### config.mk
export PLATFORM = sky130hd
export DESIGN_NAME = speed_clamp_pose_integrator
export DESIGN_NICKNAME = d
export VERILOG_FILES = /design/src/hw/rtl/scpi_pkg.sv /design/src/hw/rtl/scpi_serial_mul.sv /design/src/hw/rtl/scpi_serial_div.sv /design/src/hw/rtl/scpi_serial_sqrt.sv /design/src/hw/rtl/speed_clamp_pose_integrator.sv
export SDC_FILE = /design/constraint.sdc
export NUM_CORES = 2
export LEC_CHECK = 0
export ABC_CLOCK_PERIOD_IN_PS = 16000
export BUFFER_PORTS_ARGS = -buffer_cell sky130_fd_sc_hd__buf_2
export CORE_ASPECT_RATIO = 1.4
export CORE_UTILIZATION = 35
export CTS_BUF_LIST = sky130_fd_sc_hd__clkbuf_2
export CTS_CLUSTER_SIZE = 20
export DETAILED_ROUTE_END_ITERATION = 8
export PLACE_DENSITY_LB_ADDON = 0.08
export SYNTH_ARGS = -nofsm -noshare
export SYNTH_HDL_FRONTEND = slang
export SYNTH_SLANG_ARGS = --single-unit
### constraint.sdc
create_clock -name clk -period 16 [get_ports clk]
set_input_delay 3.2 -clock clk [delete_from_list [all_inputs] [get_ports clk]]
set_output_delay 3.2 -clock clk [all_outputs]
set_load 0.02 [all_outputs]
### src/hw/rtl/scpi_pkg.sv
// ----------------------------------------------------------------------------
// scpi_pkg
// Shared constants, register indexes and helpers for the speed clamp and
// pose integrator.
// ----------------------------------------------------------------------------
`default_nettype none

package scpi_pkg;

    // register indexes on the configuration port
    localparam logic [2:0] REG_MAX_SPEED     = 3'd0;
    localparam logic [2:0] REG_TIME_STEP     = 3'd1;
    localparam logic [2:0] REG_START_X       = 3'd2;
    localparam logic [2:0] REG_START_Y       = 3'd3;
    localparam logic [2:0] REG_START_HEADING = 3'd4;

    localparam int CFG_W    = 32;
    localparam int CFG_IDX_W = 3;

    // reset values
    localparam logic [30:0] MAX_SPEED_RST = 31'd65536;
    localparam logic [15:0] TIME_STEP_RST = 16'd6554;

    localparam int CORDIC_ITER_DEF = 16;
    localparam int CORDIC_ITER_MAX = 24;

    // angle constants, radians Q16 and Q2.13
    localparam logic signed [21:0] PI_Q16   = 22'sd205887;
    localparam logic signed [15:0] HEAD_MAX = 16'sd25736;

    // CORDIC arctangent table, Q16 radians rounded to nearest
    function automatic logic [15:0] atan_q16(input logic [4:0] i);
        logic [15:0] a;
        begin
            case (i)
                5'd0:    a = 16'd51472;
                5'd1:    a = 16'd30386;
                5'd2:    a = 16'd16055;
                5'd3:    a = 16'd8150;
                5'd4:    a = 16'd4091;
                5'd5:    a = 16'd2047;
                5'd6:    a = 16'd1024;
                5'd7:    a = 16'd512;
                5'd8:    a = 16'd256;
                5'd9:    a = 16'd128;
                5'd10:   a = 16'd64;
                5'd11:   a = 16'd32;
                5'd12:   a = 16'd16;
                5'd13:   a = 16'd8;
                5'd14:   a = 16'd4;
                5'd15:   a = 16'd2;
                5'd16:   a = 16'd1;
                default: a = 16'd0;
            endcase
            return a;
        end
    endfunction

endpackage : scpi_pkg

`default_nettype wire

### src/hw/rtl/scpi_serial_mul.sv
// ----------------------------------------------------------------------------
// scpi_serial_mul
// Unsigned shift-and-add multiplier: one multiplier bit per cycle.
// ----------------------------------------------------------------------------
`default_nettype none

module scpi_serial_mul #(
    parameter int AW = 32,
    parameter int BW = 32
) (
    input  wire logic               clk,
    input  wire logic               rst_n,
    input  wire logic               start,
    input  wire logic [AW-1:0]      a,
    input  wire logic [BW-1:0]      b,
    output logic                    done,
    output logic [AW+BW-1:0]        prod
);

    localparam int CW = $clog2(BW + 1);

    logic [AW+BW-1:0] acc_reg;
    logic [AW+BW-1:0] mcand_reg;
    logic [BW-1:0]    mplier_reg;
    logic [CW-1:0]    cnt_reg;
    logic             busy_reg;
    logic             done_reg;

    // one partial product a cycle, least significant bit first
    always_ff @(posedge clk or negedge rst_n)
    begin
        if (!rst_n)
        begin
            busy_reg <= 1'b0;
            done_reg <= 1'b0;
            cnt_reg  <= '0;
        end
        else
        begin
            done_reg <= 1'b0;
            if (start)
            begin
                busy_reg   <= 1'b1;
                cnt_reg    <= '0;
                acc_reg    <= '0;
                mcand_reg  <= {{BW{1'b0}}, a};
                mplier_reg <= b;
            end
            else if (busy_reg)
            begin
                if (mplier_reg[0])
                    acc_reg <= acc_reg + mcand_reg;
                mcand_reg  <= mcand_reg << 1;
                mplier_reg <= mplier_reg >> 1;
                cnt_reg    <= cnt_reg + 1'b1;
                if (cnt_reg == CW'(BW - 1))
                begin
                    busy_reg <= 1'b0;
                    done_reg <= 1'b1;
                end
            end
        end
    end

    assign done = done_reg;
    assign prod = acc_reg;

endmodule : scpi_serial_mul

`default_nettype wire

### src/hw/rtl/scpi_serial_div.sv
// ----------------------------------------------------------------------------
// scpi_serial_div
// Restoring unsigned divider: one quotient bit per cycle.
// ----------------------------------------------------------------------------
`default_nettype none

module scpi_serial_div #(
    parameter int NW = 64,
    parameter int DW = 33
) (
    input  wire logic          clk,
    input  wire logic          rst_n,
    input  wire logic          start,
    input  wire logic [NW-1:0] num,
    input  wire logic [DW-1:0] den,
    output logic               done,
    output logic [NW-1:0]      quo
);

    localparam int CW = $clog2(NW + 1);

    logic [NW-1:0] q_reg;
    logic [DW:0]   r_reg;
    logic [DW-1:0] d_reg;
    logic [CW-1:0] cnt_reg;
    logic          busy_reg;
    logic          done_reg;
    logic [DW:0]   trial;

    assign trial = {r_reg[DW-1:0], q_reg[NW-1]};

    // shift one dividend bit into the remainder and try the subtract
    always_ff @(posedge clk or negedge rst_n)
    begin
        if (!rst_n)
        begin
            busy_reg <= 1'b0;
            done_reg <= 1'b0;
            cnt_reg  <= '0;
        end
        else
        begin
            done_reg <= 1'b0;
            if (start)
            begin
                busy_reg <= 1'b1;
                cnt_reg  <= '0;
                q_reg    <= num;
                r_reg    <= '0;
                d_reg    <= den;
            end
            else if (busy_reg)
            begin
                if (trial >= {1'b0, d_reg})
                begin
                    r_reg <= trial - {1'b0, d_reg};
                    q_reg <= {q_reg[NW-2:0], 1'b1};
                end
                else
                begin
                    r_reg <= trial;
                    q_reg <= {q_reg[NW-2:0], 1'b0};
                end
                cnt_reg <= cnt_reg + 1'b1;
                if (cnt_reg == CW'(NW - 1))
                begin
                    busy_reg <= 1'b0;
                    done_reg <= 1'b1;
                end
            end
        end
    end

    assign done = done_reg;
    assign quo  = q_reg;

endmodule : scpi_serial_div

`default_nettype wire

### src/hw/rtl/scpi_serial_sqrt.sv
// ----------------------------------------------------------------------------
// scpi_serial_sqrt
// Digit-by-digit integer square root: one root bit (two radicand bits) a cycle.
// ----------------------------------------------------------------------------
`default_nettype none

module scpi_serial_sqrt (
    input  wire logic        clk,
    input  wire logic        rst_n,
    input  wire logic        start,
    input  wire logic [63:0] rad,
    output logic             done,
    output logic [31:0]      root
);

    logic [63:0] v_reg;
    logic [33:0] rem_reg;
    logic [31:0] root_reg;
    logic [4:0]  cnt_reg;
    logic        busy_reg;
    logic        done_reg;
    logic [35:0] shifted;
    logic [35:0] tst;

    // remainder stays below twice the partial root, so 34 bits hold it
    assign shifted = {rem_reg, v_reg[63:62]};
    assign tst     = {2'b00, root_reg, 2'b01};

    // classic restoring style: floor root, two bits of radicand a cycle
    always_ff @(posedge clk or negedge rst_n)
    begin
        if (!rst_n)
        begin
            busy_reg <= 1'b0;
            done_reg <= 1'b0;
            cnt_reg  <= '0;
        end
        else
        begin
            done_reg <= 1'b0;
            if (start)
            begin
                busy_reg <= 1'b1;
                cnt_reg  <= '0;
                v_reg    <= rad;
                rem_reg  <= '0;
                root_reg <= '0;
            end
            else if (busy_reg)
            begin
                v_reg <= v_reg << 2;
                if (shifted >= tst)
                begin
                    rem_reg  <= 34'(shifted - tst);
                    root_reg <= {root_reg[30:0], 1'b1};
                end
                else
                begin
                    rem_reg  <= shifted[33:0];
                    root_reg <= {root_reg[30:0], 1'b0};
                end
                cnt_reg <= cnt_reg + 1'b1;
                if (cnt_reg == 5'd31)
                begin
                    busy_reg <= 1'b0;
                    done_reg <= 1'b1;
                end
            end
        end
    end

    assign done = done_reg;
    assign root = root_reg;

endmodule : scpi_serial_sqrt

`default_nettype wire

### src/hw/rtl/speed_clamp_pose_integrator.sv
// ----------------------------------------------------------------------------
// speed_clamp_pose_integrator
// Clamps a planar velocity request to the speed limit, integrates the pose
// and derives the heading with a CORDIC.
// ----------------------------------------------------------------------------
// Sequence: a request within the limit takes five multiplies, then
//   CORDIC_ITERATIONS CORDIC rotations and a final heading step; when the
//   limit bites it adds a root, two products and two divisions. One request
//   at a time: the next is taken in the cycle after the result leaves.
// Reset: pose loads the start registers at reset values, velocity clears.
`default_nettype none

module speed_clamp_pose_integrator
    import scpi_pkg::*;
#(
    parameter int CORDIC_ITERATIONS = CORDIC_ITER_DEF
) (
    input  wire logic                  clk,
    input  wire logic                  rst_n,
    input  wire logic                  cfg_we,
    input  wire logic [CFG_IDX_W-1:0]  cfg_index,
    input  wire logic [CFG_W-1:0]      cfg_data,
    input  wire logic                  in_valid,
    output logic                       in_ready,
    input  wire logic signed [31:0]    cmd_vel_x,
    input  wire logic signed [31:0]    cmd_vel_y,
    output logic                       out_valid,
    input  wire logic                  out_ready,
    output logic signed [31:0]         out_x,
    output logic signed [31:0]         out_y,
    output logic signed [15:0]         out_heading,
    output logic signed [31:0]         lim_vel_x,
    output logic signed [31:0]         lim_vel_y,
    output logic                       was_limited
);

    localparam int IW = $clog2(CORDIC_ITER_MAX + 1);

    typedef enum logic [3:0] {
        ST_IDLE, ST_SQX, ST_SQY, ST_SQL, ST_CMP, ST_ROOT, ST_MULX, ST_DIVX,
        ST_MULY, ST_DIVY, ST_DTX, ST_DTY, ST_CORD, ST_OUT
    } state_t;

    state_t state_reg;

    // configuration and pose
    logic [30:0]        max_speed_reg;
    logic [15:0]        time_step_reg;
    logic signed [15:0] start_heading_reg;
    logic signed [31:0] pos_x_reg, pos_y_reg;
    logic signed [15:0] heading_reg;
    logic signed [31:0] vel_x_reg, vel_y_reg;
    logic               limited_reg;

    // working registers
    logic signed [31:0] vx_reg, vy_reg;
    logic [63:0]        sum_reg;
    logic [31:0]        speed_reg;
    logic signed [33:0] cx_reg, cy_reg;
    logic signed [23:0] cz_reg;
    logic [IW-1:0]      it_reg;

    // serial units; the multiplier and divider are shared
    logic        mul_start, div_start, sqrt_start;
    logic [31:0] mul_a, mul_b;
    logic        mul_done, div_done, sqrt_done;
    logic [63:0] mul_p, div_q;
    logic [31:0] sqrt_r;
    logic [63:0] div_n;

    logic [31:0] mag_x, mag_y;
    assign mag_x = vx_reg[31] ? 32'(-vx_reg) : 32'(vx_reg);
    assign mag_y = vy_reg[31] ? 32'(-vy_reg) : 32'(vy_reg);

    scpi_serial_mul #(.AW(32), .BW(32)) u_mul (
        .clk(clk), .rst_n(rst_n), .start(mul_start), .a(mul_a), .b(mul_b),
        .done(mul_done), .prod(mul_p)
    );

    scpi_serial_div #(.NW(64), .DW(32)) u_div (
        .clk(clk), .rst_n(rst_n), .start(div_start), .num(div_n),
        .den(speed_reg), .done(div_done), .quo(div_q)
    );

    scpi_serial_sqrt u_sqrt (
        .clk(clk), .rst_n(rst_n), .start(sqrt_start), .rad(sum_reg),
        .done(sqrt_done), .root(sqrt_r)
    );

    // operand selection for the shared multiplier
    always_comb
    begin
        case (state_reg)
            ST_SQX:  begin mul_a = mag_x; mul_b = mag_x; end
            ST_SQY:  begin mul_a = mag_y; mul_b = mag_y; end
            ST_SQL:  begin mul_a = {1'b0, max_speed_reg};
                           mul_b = {1'b0, max_speed_reg}; end
            ST_MULX: begin mul_a = mag_x; mul_b = {1'b0, max_speed_reg}; end
            ST_MULY: begin mul_a = mag_y; mul_b = {1'b0, max_speed_reg}; end
            ST_DTX:  begin mul_a = vel_x_reg[31] ? 32'(-vel_x_reg) : vel_x_reg;
                           mul_b = {16'd0, time_step_reg}; end
            ST_DTY:  begin mul_a = vel_y_reg[31] ? 32'(-vel_y_reg) : vel_y_reg;
                           mul_b = {16'd0, time_step_reg}; end
            default: begin mul_a = '0; mul_b = '0; end
        endcase
    end

    assign div_n = mul_p;

    // start pulses: issued in the first cycle of each state
    logic issued_reg;
    logic step_done;
    // a unit finishing ends its state, so the next state issues afresh
    assign step_done  = (state_reg == ST_IDLE) || mul_done || div_done || sqrt_done;
    assign mul_start  = !issued_reg && (state_reg == ST_SQX || state_reg == ST_SQY ||
                        state_reg == ST_SQL || state_reg == ST_MULX ||
                        state_reg == ST_MULY || state_reg == ST_DTX ||
                        state_reg == ST_DTY);
    assign div_start  = !issued_reg && (state_reg == ST_DIVX || state_reg == ST_DIVY);
    assign sqrt_start = !issued_reg && (state_reg == ST_ROOT);

    // rounded step with sign restored: floor((v*dt + 32768) / 65536)
    logic signed [48:0] sprod;
    logic signed [33:0] delta;
    logic signed [32:0] vsel;
    logic signed [31:0] psel;
    logic signed [33:0] psum;
    logic signed [31:0] psat;
    assign vsel  = (state_reg == ST_DTX) ? 33'(vel_x_reg) : 33'(vel_y_reg);
    assign psel  = (state_reg == ST_DTX) ? pos_x_reg : pos_y_reg;
    assign sprod = vsel[32] ? -$signed({1'b0, mul_p[47:0]}) : $signed({1'b0, mul_p[47:0]});
    assign delta = 34'((sprod + 49'sd32768) >>> 16);
    assign psum  = 34'(psel) + delta;
    assign psat  = (psum > 34'sd2147483647)  ? 32'sh7FFFFFFF :
                   (psum < -34'sd2147483648) ? 32'sh80000000 : psum[31:0];

    // CORDIC step
    logic signed [33:0] xs, ys;
    logic [15:0]        ang;
    logic signed [23:0] zr;
    assign xs  = cx_reg >>> it_reg;
    assign ys  = cy_reg >>> it_reg;
    assign ang = atan_q16(5'(it_reg));
    assign zr  = (cz_reg + 24'sd4) >>> 3;

    logic signed [31:0] qx, qy;
    assign qx = vx_reg[31] ? -$signed(div_q[31:0]) : $signed(div_q[31:0]);
    assign qy = vy_reg[31] ? -$signed(div_q[31:0]) : $signed(div_q[31:0]);

    // sequencer, pose and configuration
    always_ff @(posedge clk or negedge rst_n)
    begin
        if (!rst_n)
        begin
            state_reg         <= ST_IDLE;
            issued_reg        <= 1'b0;
            max_speed_reg     <= MAX_SPEED_RST;
            time_step_reg     <= TIME_STEP_RST;
            start_heading_reg <= '0;
            pos_x_reg         <= '0;
            pos_y_reg         <= '0;
            heading_reg       <= '0;
            vel_x_reg         <= '0;
            vel_y_reg         <= '0;
            limited_reg       <= 1'b0;
        end
        else
        begin
            issued_reg <= !step_done;
            if (cfg_we)
            begin
                case (cfg_index)
                    REG_MAX_SPEED:     max_speed_reg <= cfg_data[30:0];
                    REG_TIME_STEP:     time_step_reg <= cfg_data[15:0];
                    REG_START_X:       pos_x_reg     <= cfg_data;
                    REG_START_Y:       pos_y_reg     <= cfg_data;
                    REG_START_HEADING:
                    begin
                        start_heading_reg <= cfg_data[15:0];
                        heading_reg       <= cfg_data[15:0];
                    end
                    default: ;
                endcase
            end
            case (state_reg)
                ST_IDLE:
                begin
                    if (in_valid)
                    begin
                        vx_reg    <= cmd_vel_x;
                        vy_reg    <= cmd_vel_y;
                        state_reg <= ST_SQX;
                    end
                end
                ST_SQX:
                    if (mul_done)
                    begin
                        sum_reg   <= mul_p;
                        state_reg <= ST_SQY;
                    end
                ST_SQY:
                    if (mul_done)
                    begin
                        sum_reg   <= sum_reg + mul_p;
                        state_reg <= ST_SQL;
                    end
                ST_SQL:
                    if (mul_done)
                    begin
                        if (sum_reg > mul_p)
                        begin
                            limited_reg <= 1'b1;
                            state_reg   <= ST_ROOT;
                        end
                        else
                        begin
                            limited_reg <= 1'b0;
                            vel_x_reg   <= vx_reg;
                            vel_y_reg   <= vy_reg;
                            state_reg   <= ST_DTX;
                        end
                    end
                ST_ROOT:
                    if (sqrt_done)
                    begin
                        speed_reg <= sqrt_r;
                        state_reg <= ST_MULX;
                    end
                ST_MULX:
                    if (mul_done)
                        state_reg <= ST_DIVX;
                ST_DIVX:
                    if (div_done)
                    begin
                        vel_x_reg <= qx;
                        state_reg <= ST_MULY;
                    end
                ST_MULY:
                    if (mul_done)
                        state_reg <= ST_DIVY;
                ST_DIVY:
                    if (div_done)
                    begin
                        vel_y_reg <= qy;
                        state_reg <= ST_DTX;
                    end
                ST_DTX:
                    if (mul_done)
                    begin
                        pos_x_reg <= psat;
                        state_reg <= ST_DTY;
                    end
                ST_DTY:
                    if (mul_done)
                    begin
                        pos_y_reg <= psat;
                        it_reg    <= '0;
                        // quadrant fold for the vectoring CORDIC
                        if (vel_x_reg[31])
                        begin
                            cx_reg <= -34'(vel_x_reg);
                            cy_reg <= -34'(vel_y_reg);
                            cz_reg <= vel_y_reg[31] ? -24'(PI_Q16) : 24'(PI_Q16);
                        end
                        else
                        begin
                            cx_reg <= 34'(vel_x_reg);
                            cy_reg <= 34'(vel_y_reg);
                            cz_reg <= '0;
                        end
                        state_reg <= ST_CORD;
                    end
                ST_CORD:
                begin
                    if (it_reg == IW'(CORDIC_ITERATIONS))
                    begin
                        if (vel_x_reg == 32'sd0 && vel_y_reg == 32'sd0)
                            heading_reg <= '0;
                        else if (zr > 24'(HEAD_MAX))
                            heading_reg <= HEAD_MAX;
                        else if (zr < -24'(HEAD_MAX))
                            heading_reg <= -HEAD_MAX;
                        else
                            heading_reg <= zr[15:0];
                        state_reg <= ST_OUT;
                    end
                    else
                    begin
                        if (cy_reg > 0)
                        begin
                            cx_reg <= cx_reg + ys;
                            cy_reg <= cy_reg - xs;
                            cz_reg <= cz_reg + 24'(ang);
                        end
                        else
                        begin
                            cx_reg <= cx_reg - ys;
                            cy_reg <= cy_reg + xs;
                            cz_reg <= cz_reg - 24'(ang);
                        end
                        it_reg <= it_reg + 1'b1;
                    end
                end
                ST_OUT:
                    if (out_ready)
                        state_reg <= ST_IDLE;
                default: state_reg <= ST_IDLE;
            endcase
        end
    end

    assign in_ready    = (state_reg == ST_IDLE);
    assign out_valid   = (state_reg == ST_OUT);
    assign out_x       = pos_x_reg;
    assign out_y       = pos_y_reg;
    assign out_heading = heading_reg;
    assign lim_vel_x   = vel_x_reg;
    assign lim_vel_y   = vel_y_reg;
    assign was_limited = limited_reg;

    // checks
    a_excl: assert property (@(posedge clk) disable iff (!rst_n)
        !(in_ready && out_valid)) else $error("ready while result pending");
    a_head: assert property (@(posedge clk) disable iff (!rst_n)
        out_valid |-> (out_heading <= HEAD_MAX || start_heading_reg > HEAD_MAX))
        else $error("heading out of range");
    a_hold: assert property (@(posedge clk) disable iff (!rst_n)
        out_valid && !out_ready |=> out_valid) else $error("result dropped");

endmodule : speed_clamp_pose_integrator

`default_nettype wire

==> results_dict.tcl <==
set metrics [dict create \
    grt_start_max_net_pins 153 \
    finalCritPeriodShare 0.553 \
    routed_wl_mm 299 \
    leakage_uw 0.0313 \
    final_core_util 0.385 \
    pre_cts_ws_ps 7260 \
    gp_congestion 0.993 \
    grt_use_total 0.291 \
    crit_path_start_kind "flip-flop" \
    synth_top_family_by_area "compound AO/OA/AOI/OAI gates" \
    setup_violations 0 \
    root_buffer "clkbuf_2" \
    port_buffers 250 \
    drv_cap 0 \
    max_stage_delay_ps 820 \
    finalCriticalPeriod_ps 8850 \
    hold_viol 0 \
    fillers 20600 \
    grt_first_pass_wirelength_mm 429 \
    synth_xor_area_frac 0.0776 \
    fmax_ghz 0.113 \
    path_cells "nand4bb_4, buf_4, mux2_2, nand2_1, xnor2_1, ha_1, a21o_1, o211ai_1, a32oi_1, xnor2_1, ha_1, a21oi_1, nor2b_1, a311o_1, a2111oi_0, a22oi_1, a31oi_1, a31o_2, o21ai_0, a31oi_1, a21oi_2, buf_4, nor2_1, a22oi_1" \
    status "complete, no violations" \
    syn_area_per_cell_sq_um 8.91 \
    path_clk_slew_ps 120 \
    synth_area_sq_um 69600 \
    wl_met1_mm 118 \
    power.total_uw 6300 \
    synth-seq-area-share 0.375 \
    synth_ff_type "edfxtp_1" \
    top_layer "met5" \
    synth_simple_gate_area_share 0.164 \
    postCtsSetupRepairBufs 0 \
    tritoncts "done" \
    synth_nets 8328 \
    fin_ws_ps 7150 \
    final_nets 8528 \
    dieWidth_microns 379 \
    reg2reg_from "state_reg[3]" \
    post_cts_resized 0 \
    antenna_found_initial 31 \
    synth_warnings 0 \
    grt_pass1_vias 61100 \
    clock-sinks 912 \
    ctsHtreeMaxLevel 5 \
    synthCells 7816 \
    cts_buffers 270 \
    synthArstFlopShare 0.242 \
    multiInputGateArea_sq_um 40900 \
    p_per_area_nw_per_um2 82.9 \
    synth_compound_area_frac 0.194 \
    drt_iter0_markers 4830 \
    worstPathMaxFanout 35 \
    wl_met3_mm 19.1 \
    maxSlewHeadroom 0.0701 \
    cp.arrival_ps 10190 \
    cp_top_family "compound AO/OA/AOI/OAI gates" \
    hold_start "speed_reg[29]" \
    synth_fa_ha_area_frac 0.0741 \
    dr_wl_met2_mm 140 \
    drt_pass1_iterations 6 \
    grt_overflow_total 0 \
    crit_type "flip-flop to flip-flop" \
    io_pins 251 \
    initial_core_util 0.352 \
    tns_ps 0 \
    startpoint "state_reg[3]" \
    fp.coreArea_sq_um 198000 \
    synth_edf_count 675 \
    die_area_sq_um 201000 \
    cp_slowest_cell "dfrtp_1" \
    drive_above_1_share 0.130 \
    cp-end-kind "flip-flop" \
    drc_errors 0 \
    min_path_type "flip-flop to flip-flop" \
    worstMarginPinSlew_ps 1380 \
    skew_ps 161 \
    vias_per_cell 5.78 \
    cp_num_buf_inv 2 \
    vias 62700 \
    ant_nets 0 \
    dp_hpwl_mm 226 \
    rsz0062_at_grt "false" \
    cts_buffer_depth 4 \
    area_growth_pct 9.20 \
    ir_worst_vdd_mv 0.0895 \
    ys_seq_elements 912 \
    critPathRequiredTime_ps 17340 \
    clk_latency_ps 1570 \
    final_max_slew_viol_count 0 \
    row_count 193 \
    synthMuxAreaShare 0.0732 \
    wire_per_inst_microns 27.5 \
    cts_hold_buf 0 \
    seqCellArea_sq_um 26100 \
    fp.dieH_microns 530 \
    synth_cell_types 95 \
]
[path summary, 6_finish.rpt]
kind	to	slack (ps)	cells after the start
hold reg to reg	u_div.d_reg[29]	410	0
max in group asynchronous	out_y[31]	11910	4
setup / recovery	out_y[27]	7150	24
setup reg to reg	out_y[27]	7150	24
min in group asynchronous	lim_vel_x[0]	2070	2
hold / removal	u_div.d_reg[29]	410	0
[cell usage after synthesis, types with 76 or more instances]
cell / count / share of area
a211oi_1: 84 / 0.0091
nand3_1: 141 / 0.010
xnor2_1: 356 / 0.045
clkbuf_1: 361 / 0.019
dfrtp_1: 213 / 0.077
mux2i_1: 221 / 0.032
nor2b_1: 86 / 0.0077
nor3_1: 101 / 0.0073
nand2_1: 1110 / 0.060
nor2_1: 609 / 0.033
a21oi_1: 638 / 0.046
ha_1: 401 / 0.072
o31ai_1: 78 / 0.0084
or3_1: 79 / 0.0071
mux2_2: 108 / 0.017
o21bai_1: 82 / 0.0088
edfxtp_1: 675 / 0.29
inv_1: 312 / 0.017
nand4_1: 76 / 0.0068
xor2_1: 261 / 0.033
a21o_1: 129 / 0.014
o21ai_0: 679 / 0.049
[cell families (layout without fill, tap and decap cells)]
family	after synthesis	in the layout
AO/OA/AOI/OAI	2201	2201
XOR/XNOR	617	617
adder cells (fa/ha/maj)	408	408
buffers and inverters	744	1133
flip-flops	912	912
multiplexers	404	404
other	0	16
AND/OR/NAND/NOR	2530	2530
[stage by stage]
stage                     std cells  instance area [sq um]  hold slack [ps]
after floorplan                7816                  69600              400
after global placement        10400                  73600              406
after detailed placement      10400                  73600              405
after CTS                     10800                  76000              417
after global routing          10800                  76000              415
final                         10900                  76000              413
[layout make-up]
| class | count | area share |
|---|---|---|
| Sequential cell | 912 | 0.344 |
| Antenna cell | 16 | 0.000527 |
| Clock buffer | 379 | 0.0250 |
| Multi-Input combinational cell | 6160 | 0.538 |
| Tap cell | 2632 | 0.0433 |
| Inverter | 316 | 0.0156 |
| Timing Repair Buffer | 356 | 0.0277 |
| Clock inverter | 82 | 0.00604 |
[where the power goes]
part           leakage [uW]  internal (uW)  switching, uW
Clock               0.00181            715           1160
Combinational        0.0201            600            927
Sequential          0.00941           2720            176
[routing by layer]
metal	vias up	global-route usage
met5	-	0
met4	16	0.187
met3	702	0.0538
met2	2282	0.479
met1	30700	0.348
li1	29000	-
[cells in the final DEF (no fill, tap or decap), types with 208 or more instances in the layout]
cell type     n
nand2_1    1105
o21ai_0     678
edfxtp_1    675
a21oi_1     636
nor2_1      603
ha_1        401
clkbuf_2    379
xnor2_1     356
inv_1       312
xor2_1      261
buf_2       249
mux2i_1     220
dfrtp_1     208
No activity file was read; power rests on OpenSTA's default activity.
